===== src/mhks_pkg.sv =====
`timescale 1ns / 1ps

package mhks_pkg;

    localparam int NUM_SEEDS = 4;
    localparam int SEED_IDX_W = $clog2(NUM_SEEDS);
    localparam int KMER_W = 64;
    localparam int COUNT_W = 6;
    localparam int HASHES_W = 3;
    localparam int CFG_ADDR_W = 3;
    localparam int CFG_DATA_W = 64;

    localparam logic [COUNT_W-1:0] MAX_K = COUNT_W'(32);

    localparam logic [63:0] MIX_MUL_A = 64'hff51afd7ed558ccd;
    localparam logic [63:0] MIX_MUL_B = 64'hc4ceb9fe1a85ec53;
    localparam logic [63:0] ALL_ONES = '1;

    localparam logic [CFG_ADDR_W-1:0] REG_KMER_LENGTH = 3'd0;
    localparam logic [CFG_ADDR_W-1:0] REG_HASHES_IN_USE = 3'd1;
    localparam logic [CFG_ADDR_W-1:0] REG_SEED_ZERO = 3'd2;
    localparam logic [CFG_ADDR_W-1:0] REG_SEED_ONE = 3'd3;
    localparam logic [CFG_ADDR_W-1:0] REG_SEED_TWO = 3'd4;
    localparam logic [CFG_ADDR_W-1:0] REG_SEED_THREE = 3'd5;

    typedef enum logic [3:0] {
        ST_IDLE,
        ST_DECIDE,
        ST_LOAD,
        ST_M0,
        ST_M1,
        ST_M2,
        ST_M3,
        ST_XOR,
        ST_UPDATE,
        ST_EMIT
    } state_t;

    typedef enum logic [3:0] {
        OP_NONE,
        OP_ABSORB,
        OP_LOAD,
        OP_MUL0,
        OP_MUL1,
        OP_MUL2,
        OP_MUL3,
        OP_XOR,
        OP_UPDATE,
        OP_EMIT
    } op_t;

    typedef struct packed {
        op_t                   op;
        logic                  sel_b;
        logic [SEED_IDX_W-1:0] seed_idx;
    } cmd_t;

    typedef struct packed {
        logic kmer_ready;
        logic eos;
        logic last_seed;
        logic out_free;
    } status_t;

    // v ^ (v >> 33)
    function automatic logic [63:0] xs33(input logic [63:0] v);
        return v ^ (v >> 33);
    endfunction

endpackage


===== src/minhash_kmer_signature.sv =====
`timescale 1ns / 1ps

// MinHash k-mer signature. Bases (2-bit codes) stream in on s_; the last k
// of them form a rolling k-mer. Once k bases of the current sequence are in,
// each k-mer is XORed with every active seed, run through the 64-bit
// finalizer (xor-shift 33, multiply, twice, final xor-shift) and folded into
// a per-seed running minimum. The base marked by s_tlast is absorbed first,
// then one word per active seed goes out on m_ (seed number on m_tuser,
// m_tlast on the final one) and the run state clears; a sequence shorter than
// k yields all-ones words. A base that completes a k-mer is hashed for each
// active seed in turn on the single shared 32x32 multiplier, which builds
// each 64-bit product from three partial products. A closing base then sends
// one word per active seed, stalling while m_tready holds off. The user must
// write configuration over cfg_* only while the block is idle; the block
// itself does not enforce this.

module minhash_kmer_signature
    import mhks_pkg::*;
(
    input  logic                  aclk,
    input  logic                  aresetn,

    // config: 0 kmer_length, 1 hashes_in_use, 2..5 seed_zero..seed_three
    input  logic                  cfg_we,
    input  logic [CFG_ADDR_W-1:0] cfg_addr,
    input  logic [CFG_DATA_W-1:0] cfg_wdata,

    input  logic                  s_tvalid,
    output logic                  s_tready,
    input  logic [7:0]            s_tdata,   // [1:0] base_code, [7:2] zero
    input  logic                  s_tlast,   // end_of_sequence

    output logic                  m_tvalid,
    input  logic                  m_tready,
    output logic [63:0]           m_tdata,   // [63:0] min_hash
    output logic [SEED_IDX_W-1:0] m_tuser,   // [1:0] word_index
    output logic                  m_tlast    // last_word
);

    cmd_t    cmd;
    status_t status;

    // Sequencer: absorb, decide, then per seed load / mul A / xor / mul B /
    // compare, and finally word-by-word output.
    mhks_ctrl u_ctrl (
        .aclk    (aclk),
        .aresetn (aresetn),
        .s_valid (s_tvalid),
        .s_ready (s_tready),
        .status  (status),
        .cmd     (cmd)
    );

    // Config, k-mer window, minimums, shared multiplier and output register.
    mhks_datapath u_datapath (
        .aclk            (aclk),
        .aresetn         (aresetn),
        .cfg_we          (cfg_we),
        .cfg_addr        (cfg_addr),
        .cfg_wdata       (cfg_wdata),
        .base_code       (s_tdata[1:0]),
        .end_of_sequence (s_tlast),
        .cmd             (cmd),
        .status          (status),
        .out_valid       (m_tvalid),
        .out_ready       (m_tready),
        .out_index       (m_tuser),
        .out_hash        (m_tdata),
        .out_last        (m_tlast)
    );

endmodule


===== src/mhks_ctrl.sv =====
`timescale 1ns / 1ps

module mhks_ctrl
    import mhks_pkg::*;
(
    input  logic    aclk,
    input  logic    aresetn,
    input  logic    s_valid,
    output logic    s_ready,
    input  status_t status,
    output cmd_t    cmd
);

    state_t                state_reg, state_next;
    logic [SEED_IDX_W-1:0] idx_reg, idx_next;
    logic                  phase_reg, phase_next;

    always_ff @(posedge aclk) begin
        if (!aresetn) begin
            state_reg <= ST_IDLE;
            idx_reg   <= '0;
            phase_reg <= 1'b0;
        end else begin
            state_reg <= state_next;
            idx_reg   <= idx_next;
            phase_reg <= phase_next;
        end
    end

    always_comb begin
        state_next = state_reg;
        idx_next   = idx_reg;
        phase_next = phase_reg;
        unique case (state_reg)
            ST_IDLE: begin
                if (s_valid) begin
                    state_next = ST_DECIDE;
                end
            end
            ST_DECIDE: begin
                idx_next   = '0;
                phase_next = 1'b0;
                priority if (status.kmer_ready) begin
                    state_next = ST_LOAD;
                end else if (status.eos) begin
                    state_next = ST_EMIT;
                end else begin
                    state_next = ST_IDLE;
                end
            end
            ST_LOAD: state_next = ST_M0;
            ST_M0:   state_next = ST_M1;
            ST_M1:   state_next = ST_M2;
            ST_M2:   state_next = ST_M3;
            ST_M3: begin
                state_next = phase_reg ? ST_UPDATE : ST_XOR;
            end
            ST_XOR: begin
                phase_next = 1'b1;
                state_next = ST_M0;
            end
            ST_UPDATE: begin
                phase_next = 1'b0;
                if (status.last_seed) begin
                    idx_next   = '0;
                    state_next = status.eos ? ST_EMIT : ST_IDLE;
                end else begin
                    idx_next   = idx_reg + 1'b1;
                    state_next = ST_LOAD;
                end
            end
            ST_EMIT: begin
                if (status.out_free) begin
                    if (status.last_seed) begin
                        idx_next   = '0;
                        state_next = ST_IDLE;
                    end else begin
                        idx_next = idx_reg + 1'b1;
                    end
                end
            end
            default: state_next = ST_IDLE;
        endcase
    end

    always_comb begin
        s_ready      = 1'b0;
        cmd.op       = OP_NONE;
        cmd.sel_b    = phase_reg;
        cmd.seed_idx = idx_reg;
        unique case (state_reg)
            ST_IDLE: begin
                s_ready = 1'b1;
                cmd.op  = s_valid ? OP_ABSORB : OP_NONE;
            end
            ST_DECIDE: cmd.op = OP_NONE;
            ST_LOAD:   cmd.op = OP_LOAD;
            ST_M0:     cmd.op = OP_MUL0;
            ST_M1:     cmd.op = OP_MUL1;
            ST_M2:     cmd.op = OP_MUL2;
            ST_M3:     cmd.op = OP_MUL3;
            ST_XOR:    cmd.op = OP_XOR;
            ST_UPDATE: cmd.op = OP_UPDATE;
            ST_EMIT:   cmd.op = status.out_free ? OP_EMIT : OP_NONE;
            default:   cmd.op = OP_NONE;
        endcase
    end

endmodule


===== src/mhks_datapath.sv =====
`timescale 1ns / 1ps

module mhks_datapath
    import mhks_pkg::*;
(
    input  logic                  aclk,
    input  logic                  aresetn,
    input  logic                  cfg_we,
    input  logic [CFG_ADDR_W-1:0] cfg_addr,
    input  logic [CFG_DATA_W-1:0] cfg_wdata,
    input  logic [1:0]            base_code,
    input  logic                  end_of_sequence,
    input  cmd_t                  cmd,
    output status_t               status,
    output logic                  out_valid,
    input  logic                  out_ready,
    output logic [SEED_IDX_W-1:0] out_index,
    output logic [63:0]           out_hash,
    output logic                  out_last
);

    logic [COUNT_W-1:0]  kmer_length_reg;
    logic [HASHES_W-1:0] hashes_reg;
    logic [63:0]         seed_reg [NUM_SEEDS];

    logic [KMER_W-1:0]   kmer_reg;
    logic [COUNT_W-1:0]  count_reg;
    logic                eos_reg;
    logic [63:0]         min_reg [NUM_SEEDS];

    logic [63:0]         v_reg;
    logic [63:0]         prod_reg;
    logic [63:0]         acc_reg;

    logic                out_valid_reg;
    logic [SEED_IDX_W-1:0] out_index_reg;
    logic [63:0]         out_hash_reg;
    logic                out_last_reg;

    logic [COUNT_W-1:0]  k_eff;
    logic [HASHES_W-1:0] n_eff;
    logic [KMER_W-1:0]   kmer_mask;
    logic [KMER_W-1:0]   kmer_next;
    logic [COUNT_W-1:0]  count_next;
    logic [63:0]         mul_const;
    logic [31:0]         mul_a;
    logic [31:0]         mul_b;
    logic [63:0]         mul_res;
    logic [63:0]         mixed;
    logic                last_seed;
    logic                out_free;

    // effective k: 0 -> 1, above 32 -> 32
    always_comb begin
        priority if (kmer_length_reg == '0) begin
            k_eff = COUNT_W'(1);
        end else if (kmer_length_reg > MAX_K) begin
            k_eff = MAX_K;
        end else begin
            k_eff = kmer_length_reg;
        end
    end

    always_comb begin
        priority if (hashes_reg == '0) begin
            n_eff = HASHES_W'(1);
        end else if (hashes_reg > HASHES_W'(NUM_SEEDS)) begin
            n_eff = HASHES_W'(NUM_SEEDS);
        end else begin
            n_eff = hashes_reg;
        end
    end

    // bit i kept when i < 2k
    always_comb begin
        for (int i = 0; i < KMER_W; i++) begin
            kmer_mask[i] = (7'(i) < {k_eff, 1'b0});
        end
    end

    assign kmer_next  = {kmer_reg[KMER_W-3:0], base_code} & kmer_mask;
    assign count_next = (count_reg >= MAX_K) ? count_reg : count_reg + 1'b1;

    // one 32x32 multiplier; low 64 bits of v*C built over three products
    assign mul_const = cmd.sel_b ? MIX_MUL_B : MIX_MUL_A;
    assign mul_a     = (cmd.op == OP_MUL2) ? v_reg[63:32] : v_reg[31:0];
    assign mul_b     = (cmd.op == OP_MUL1) ? mul_const[63:32] : mul_const[31:0];
    assign mul_res   = mul_a * mul_b;

    assign mixed     = xs33(acc_reg);
    assign last_seed = ({1'b0, cmd.seed_idx} == n_eff - 1'b1);
    assign out_free  = !out_valid_reg || out_ready;

    assign status.kmer_ready = (count_reg >= k_eff);
    assign status.eos        = eos_reg;
    assign status.last_seed  = last_seed;
    assign status.out_free   = out_free;

    always_ff @(posedge aclk) begin
        if (!aresetn) begin
            kmer_length_reg <= COUNT_W'(16);
            hashes_reg      <= HASHES_W'(4);
            for (int i = 0; i < NUM_SEEDS; i++) begin
                seed_reg[i] <= '0;
            end
        end else if (cfg_we) begin
            unique case (cfg_addr)
                REG_KMER_LENGTH:   kmer_length_reg <= cfg_wdata[COUNT_W-1:0];
                REG_HASHES_IN_USE: hashes_reg <= cfg_wdata[HASHES_W-1:0];
                REG_SEED_ZERO:     seed_reg[0] <= cfg_wdata;
                REG_SEED_ONE:      seed_reg[1] <= cfg_wdata;
                REG_SEED_TWO:      seed_reg[2] <= cfg_wdata;
                REG_SEED_THREE:    seed_reg[3] <= cfg_wdata;
                default: ;
            endcase
        end
    end

    always_ff @(posedge aclk) begin
        if (!aresetn) begin
            kmer_reg  <= '0;
            count_reg <= '0;
            eos_reg   <= 1'b0;
            for (int i = 0; i < NUM_SEEDS; i++) begin
                min_reg[i] <= ALL_ONES;
            end
        end else begin
            if (cmd.op == OP_ABSORB) begin
                kmer_reg  <= kmer_next;
                count_reg <= count_next;
                eos_reg   <= end_of_sequence;
            end
            if (cmd.op == OP_UPDATE && mixed < min_reg[cmd.seed_idx]) begin
                min_reg[cmd.seed_idx] <= mixed;
            end
            if (cmd.op == OP_EMIT && last_seed) begin
                kmer_reg  <= '0;
                count_reg <= '0;
                eos_reg   <= 1'b0;
                for (int i = 0; i < NUM_SEEDS; i++) begin
                    min_reg[i] <= ALL_ONES;
                end
            end
        end
    end

    always_ff @(posedge aclk) begin
        unique case (cmd.op)
            OP_LOAD: v_reg <= xs33(kmer_reg ^ seed_reg[cmd.seed_idx]);
            OP_XOR:  v_reg <= mixed;
            OP_MUL0: prod_reg <= mul_res;
            OP_MUL1: begin
                prod_reg <= mul_res;
                acc_reg  <= prod_reg;
            end
            OP_MUL2: begin
                prod_reg <= mul_res;
                acc_reg  <= acc_reg + {prod_reg[31:0], 32'b0};
            end
            OP_MUL3: acc_reg <= acc_reg + {prod_reg[31:0], 32'b0};
            default: ;
        endcase
    end

    always_ff @(posedge aclk) begin
        if (!aresetn) begin
            out_valid_reg <= 1'b0;
        end else if (cmd.op == OP_EMIT) begin
            out_valid_reg <= 1'b1;
        end else if (out_ready) begin
            out_valid_reg <= 1'b0;
        end
    end

    always_ff @(posedge aclk) begin
        if (cmd.op == OP_EMIT) begin
            out_index_reg <= cmd.seed_idx;
            out_hash_reg  <= min_reg[cmd.seed_idx];
            out_last_reg  <= last_seed;
        end
    end

    assign out_valid = out_valid_reg;
    assign out_index = out_index_reg;
    assign out_hash  = out_hash_reg;
    assign out_last  = out_last_reg;

endmodule

===== config.mk =====
export PLATFORM = sky130hd
export DESIGN_NAME = minhash_kmer_signature
export DESIGN_NICKNAME = d
export VERILOG_FILES = /design/src/mhks_pkg.sv /design/src/minhash_kmer_signature.sv /design/src/mhks_ctrl.sv /design/src/mhks_datapath.sv
export SDC_FILE = /design/constraint.sdc
export NUM_CORES = 2
export LEC_CHECK = 0
export BUFFER_PORTS_ARGS = -buffer_cell sky130_fd_sc_hd__buf_2
export CAP_MARGIN = 20
export CELL_PAD_IN_SITES_DETAIL_PLACEMENT = 0
export CELL_PAD_IN_SITES_GLOBAL_PLACEMENT = 1
export CORE_UTILIZATION = 35
export DETAILED_ROUTE_END_ITERATION = 10
export PLACE_DENSITY_LB_ADDON = 0.12
export SETUP_SLACK_MARGIN = 0.05
export SLEW_MARGIN = 20
export SYNTH_ARGS = -nofsm -noshare
export SYNTH_HDL_FRONTEND = slang
export SYNTH_SLANG_ARGS = --single-unit

===== constraint.sdc =====
create_clock -name aclk -period 14.3 [get_ports aclk]
set_input_delay 0.715 -clock aclk [delete_from_list [all_inputs] [get_ports aclk]]
set_output_delay 0.715 -clock aclk [all_outputs]
set_load 0.05 [all_outputs]

==> qor.yml <==
yosys:
  yosysSeqAreaShare: 0.356
  syn_nets: 7474
  ys_warn_count: 0
  yosysUniqueCellTypes: 78
  synth_edf_count: 771
  netlist_instances: 6149
  yosys.area.top_type: "edfxtp_1"
  ys_ff_latch: 861
  synth_area_mm2: 0.0700
  synth_area_per_cell_um2: 11.4
  synth_top_cell_area_share: 0.331
  synthTopCellsByArea: "edfxtp_1 (33%), fa_1 (22%), ha_1 (8.5%), inv_1 (5.6%), mux4_2 (4.1%)"
  synth_async_sr_flop_share: 0
  ys.flop_type: "edfxtp_1"
critical_path:
  crit_buf_inv: 6
  crit_path_start: "u_ctrl.state_reg[3]"
  timing.rr.end: "u_datapath.prod_reg[63]"
  worstPathRequired_ns: 14.74
  crit_slowest_cell: "ha_1"
  cp.arrival_ns: 11.94
  crit_path_frequent_cell: "fa_1"
  worstRegToRegCells: 30
  critPathMaxFanout: 20
  crit_type: "reg -> reg"
  r2r-start: "u_ctrl.state_reg[3]"
  critical-path-top-delay-family: "adder cells"
  slowest_delay_ns: 0.82
  cp.depth: 30
  endpoint_kind: "flip-flop"
  cp-start-kind: "flip-flop"
  ff2ff_setup_slack_ns: 2.80
timing:
  post-route-worst-setup-slack_ns: 2.80
  hold_viol: 0
  setup_viol: 0
  fmax_mhz: 87.0
  rsz0062_at_grt: "no"
  drv_slew: 0
  period_share: 0.804
  maxSlewHeadroom: 0.255
  finalCriticalPeriod_ns: 11.50
  fin_tns_setup_ns: 0
  finClkSkew_ns: 0.0319
  tightest_slew_ns: 1.11
pwr:
  fin_total_pwr_mw: 12.1
  power.switching_mw: 5.16
  ir_drop_v: 0.000289
  p_seq_frac: 0.258
  p_leak_nw: 32.2
  switching_share: 0.425
  cellInternalPower_mw: 6.98
  p_clk_frac: 0.197
  p_comb_frac: 0.546
  powerDensity_mw_per_mm2: 158
grt:
  grt_pass1_wl_mm: 347
  grt_max_degree: 95
  grt_antenna_before_repair: 17
  grt_overflow_total: 0
  grt_pass1_vias: 47498
  track_usage: 0.238
clock_network:
  post_cts_buffers: 0
  cts.repair.resized: 0
  clk_pin_slew_worst_paths_ns: 0.06
  postCtsHoldBufs: 0
  clock_latency_ns: 0.70
  cts_root_buffer: "clkbuf_16"
  cts_tree: "done"
  htreeDepth: 3
  cts_sinks: 861
  cts_made_buffers: 90
  clockBufferDepth: 3
status:
  status: "completed"
min_path:
  hold_end: "u_datapath.kmer_reg[1]"
  hp-class: "in -> reg"
  hold_path_startpoint: "s_tdata[1]"
  min_path_cells: 3
floorplan:
  initial_utilization: 0.353
  pin_count: 150
  core_area_mm2: 0.198
  die_x_um: 449
  dieArea_mm2: 0.202
  die_h_um: 449
  num_rows: 163
finish:
  utilization: 0.388
  stdcell_count: 8931
  drive_above_1_share: 0.106
  finalNetCount: 7543
  area_delta_synth_final_pct: 9.86
  antenna_cells: 0
routing:
  ant_nets: 0
  drc: 0
  vias_per_cell: 5.14
  vias: 45934
  drtPass1Iterations: 5
  dr.first_iter.drc_count: 3879
  wirelength_mm: 241
  wl_per_cell_um: 27.0
placed_design:
  place_congestion: 0.904
  place_inst: 8766
  pre_cts_slack_ns: 2.94
  io_buffers: 143
  hpwl_mm: 188
flow_run:
  drv_cap: 0
placed cells by master, fill, tap and decap left out, drive strengths merged, types with 23 or more instances in the layout:
cell type,Yosys,layout
nand4b,56,56
a21o,135,135
clkbuf,224,118
ha,475,475
a22oi,49,49
mux4,128,128
nand2,242,242
dfxtp,90,90
o21ai,124,124
buf,53,254
mux2i,32,32
xor2,88,88
fa,769,769
a21oi,226,226
nor2b,52,52
edfxtp,771,771
clkinv,6,35
or2,118,118
inv,1043,1049
nand2b,73,73
nand3,110,110
and2,351,351
xnor2,214,214
nand4,92,92
o21a,23,23
nor2,376,376
power groups by stage:
stage          combinational (mW)  sequential [mW]  clock [mW]
2_1_floorplan                4.57             3.17           0
3_3_place_gp                 6.68             3.18           0
3_5_place_dp                 6.66             3.18           0
4_1_cts                      6.69             3.13        2.44
5_1_grt                      7.36             3.13        2.53
6_report                     6.62             3.13        2.39
worst min-delay path: stages:
cell and delay [ns]:
buf_2 0.11, nand2_1 0.05, a21oi_1 0.05
synthesized netlist by cell type (6+ instances only):
| cell type | n |
|---|---|
| o21ai_0 | 123 |
| buf_2 | 20 |
| a22oi_1 | 49 |
| o21a_1 | 23 |
| and2_1 | 351 |
| xor2_1 | 88 |
| nand2_1 | 242 |
| inv_1 | 1043 |
| a21oi_1 | 226 |
| a21boi_0 | 11 |
| and4_1 | 7 |
| fa_1 | 769 |
| nor2b_1 | 52 |
| mux2i_1 | 32 |
| or2_2 | 94 |
| xnor2_1 | 214 |
| clkinv_1 | 6 |
| o31a_1 | 7 |
| nor4b_1 | 6 |
| a211oi_1 | 19 |
| o211ai_1 | 11 |
| buf_1 | 22 |
| mux4_2 | 128 |
| clkbuf_1 | 222 |
| nand4b_1 | 56 |
| edfxtp_1 | 771 |
| mux2_2 | 9 |
| nor3_1 | 21 |
| o31ai_1 | 7 |
| a21o_1 | 135 |
| a31oi_1 | 21 |
| ha_1 | 475 |
| nand4_1 | 92 |
| nor2_1 | 376 |
| o21bai_1 | 20 |
| nand3_1 | 106 |
| and3_1 | 15 |
| buf_4 | 6 |
| dfxtp_1 | 90 |
| nand2b_1 | 73 |
| or2_1 | 23 |
worst max-delay path by stage:
stage / endpoint / slack, ns
floorplan: u_datapath.prod_reg[63] / 5.18
global placement: u_datapath.prod_reg[63] / 2.94
detailed placement: u_datapath.prod_reg[63] / 2.94
CTS: u_datapath.prod_reg[62] / 2.90
global route: u_datapath.prod_reg[62] / 2.36
finish: u_datapath.prod_reg[63] / 2.80
through the flow:
step	hold slack, ns	instance area (µm²)
2_1_floorplan	0.433	70000
3_3_place_gp	0.453	74000
3_5_place_dp	0.461	74000
4_1_cts	0.233	76900
5_1_grt	0.257	76900
6_report	0.283	76900
layer usage:
| metal | global-route usage | routed length, µm |
|---|---|---|
| met5 | 0 | 73 |
| met4 | 0.0414 | 4240 |
| met3 | 0.0299 | 12300 |
| met2 | 0.371 | 110000 |
| met1 | 0.355 | 114000 |
logic make-up after synthesis:
family	share of synthesized area
AND/OR/NAND/NOR	0.116
adder cells (fa/ha/maj)	0.306
multiplexers	0.0472
AO/OA/AOI/OAI	0.0645
flip-flops	0.356
XOR/XNOR	0.0378
buffers and inverters	0.0724
other	0.0000536
area by class of cell:
type | instances | area [µm²]
fill | 19402 | 121000
multi-input combinational | 3962 | 40200
sequential | 861 | 25000
inverter | 1049 | 3940
tap | 2640 | 3300
clock buffer | 118 | 2440
timing repair buffer | 254 | 1560
clock inverter | 47 | 477
Power figures use the tool's default switching activity.
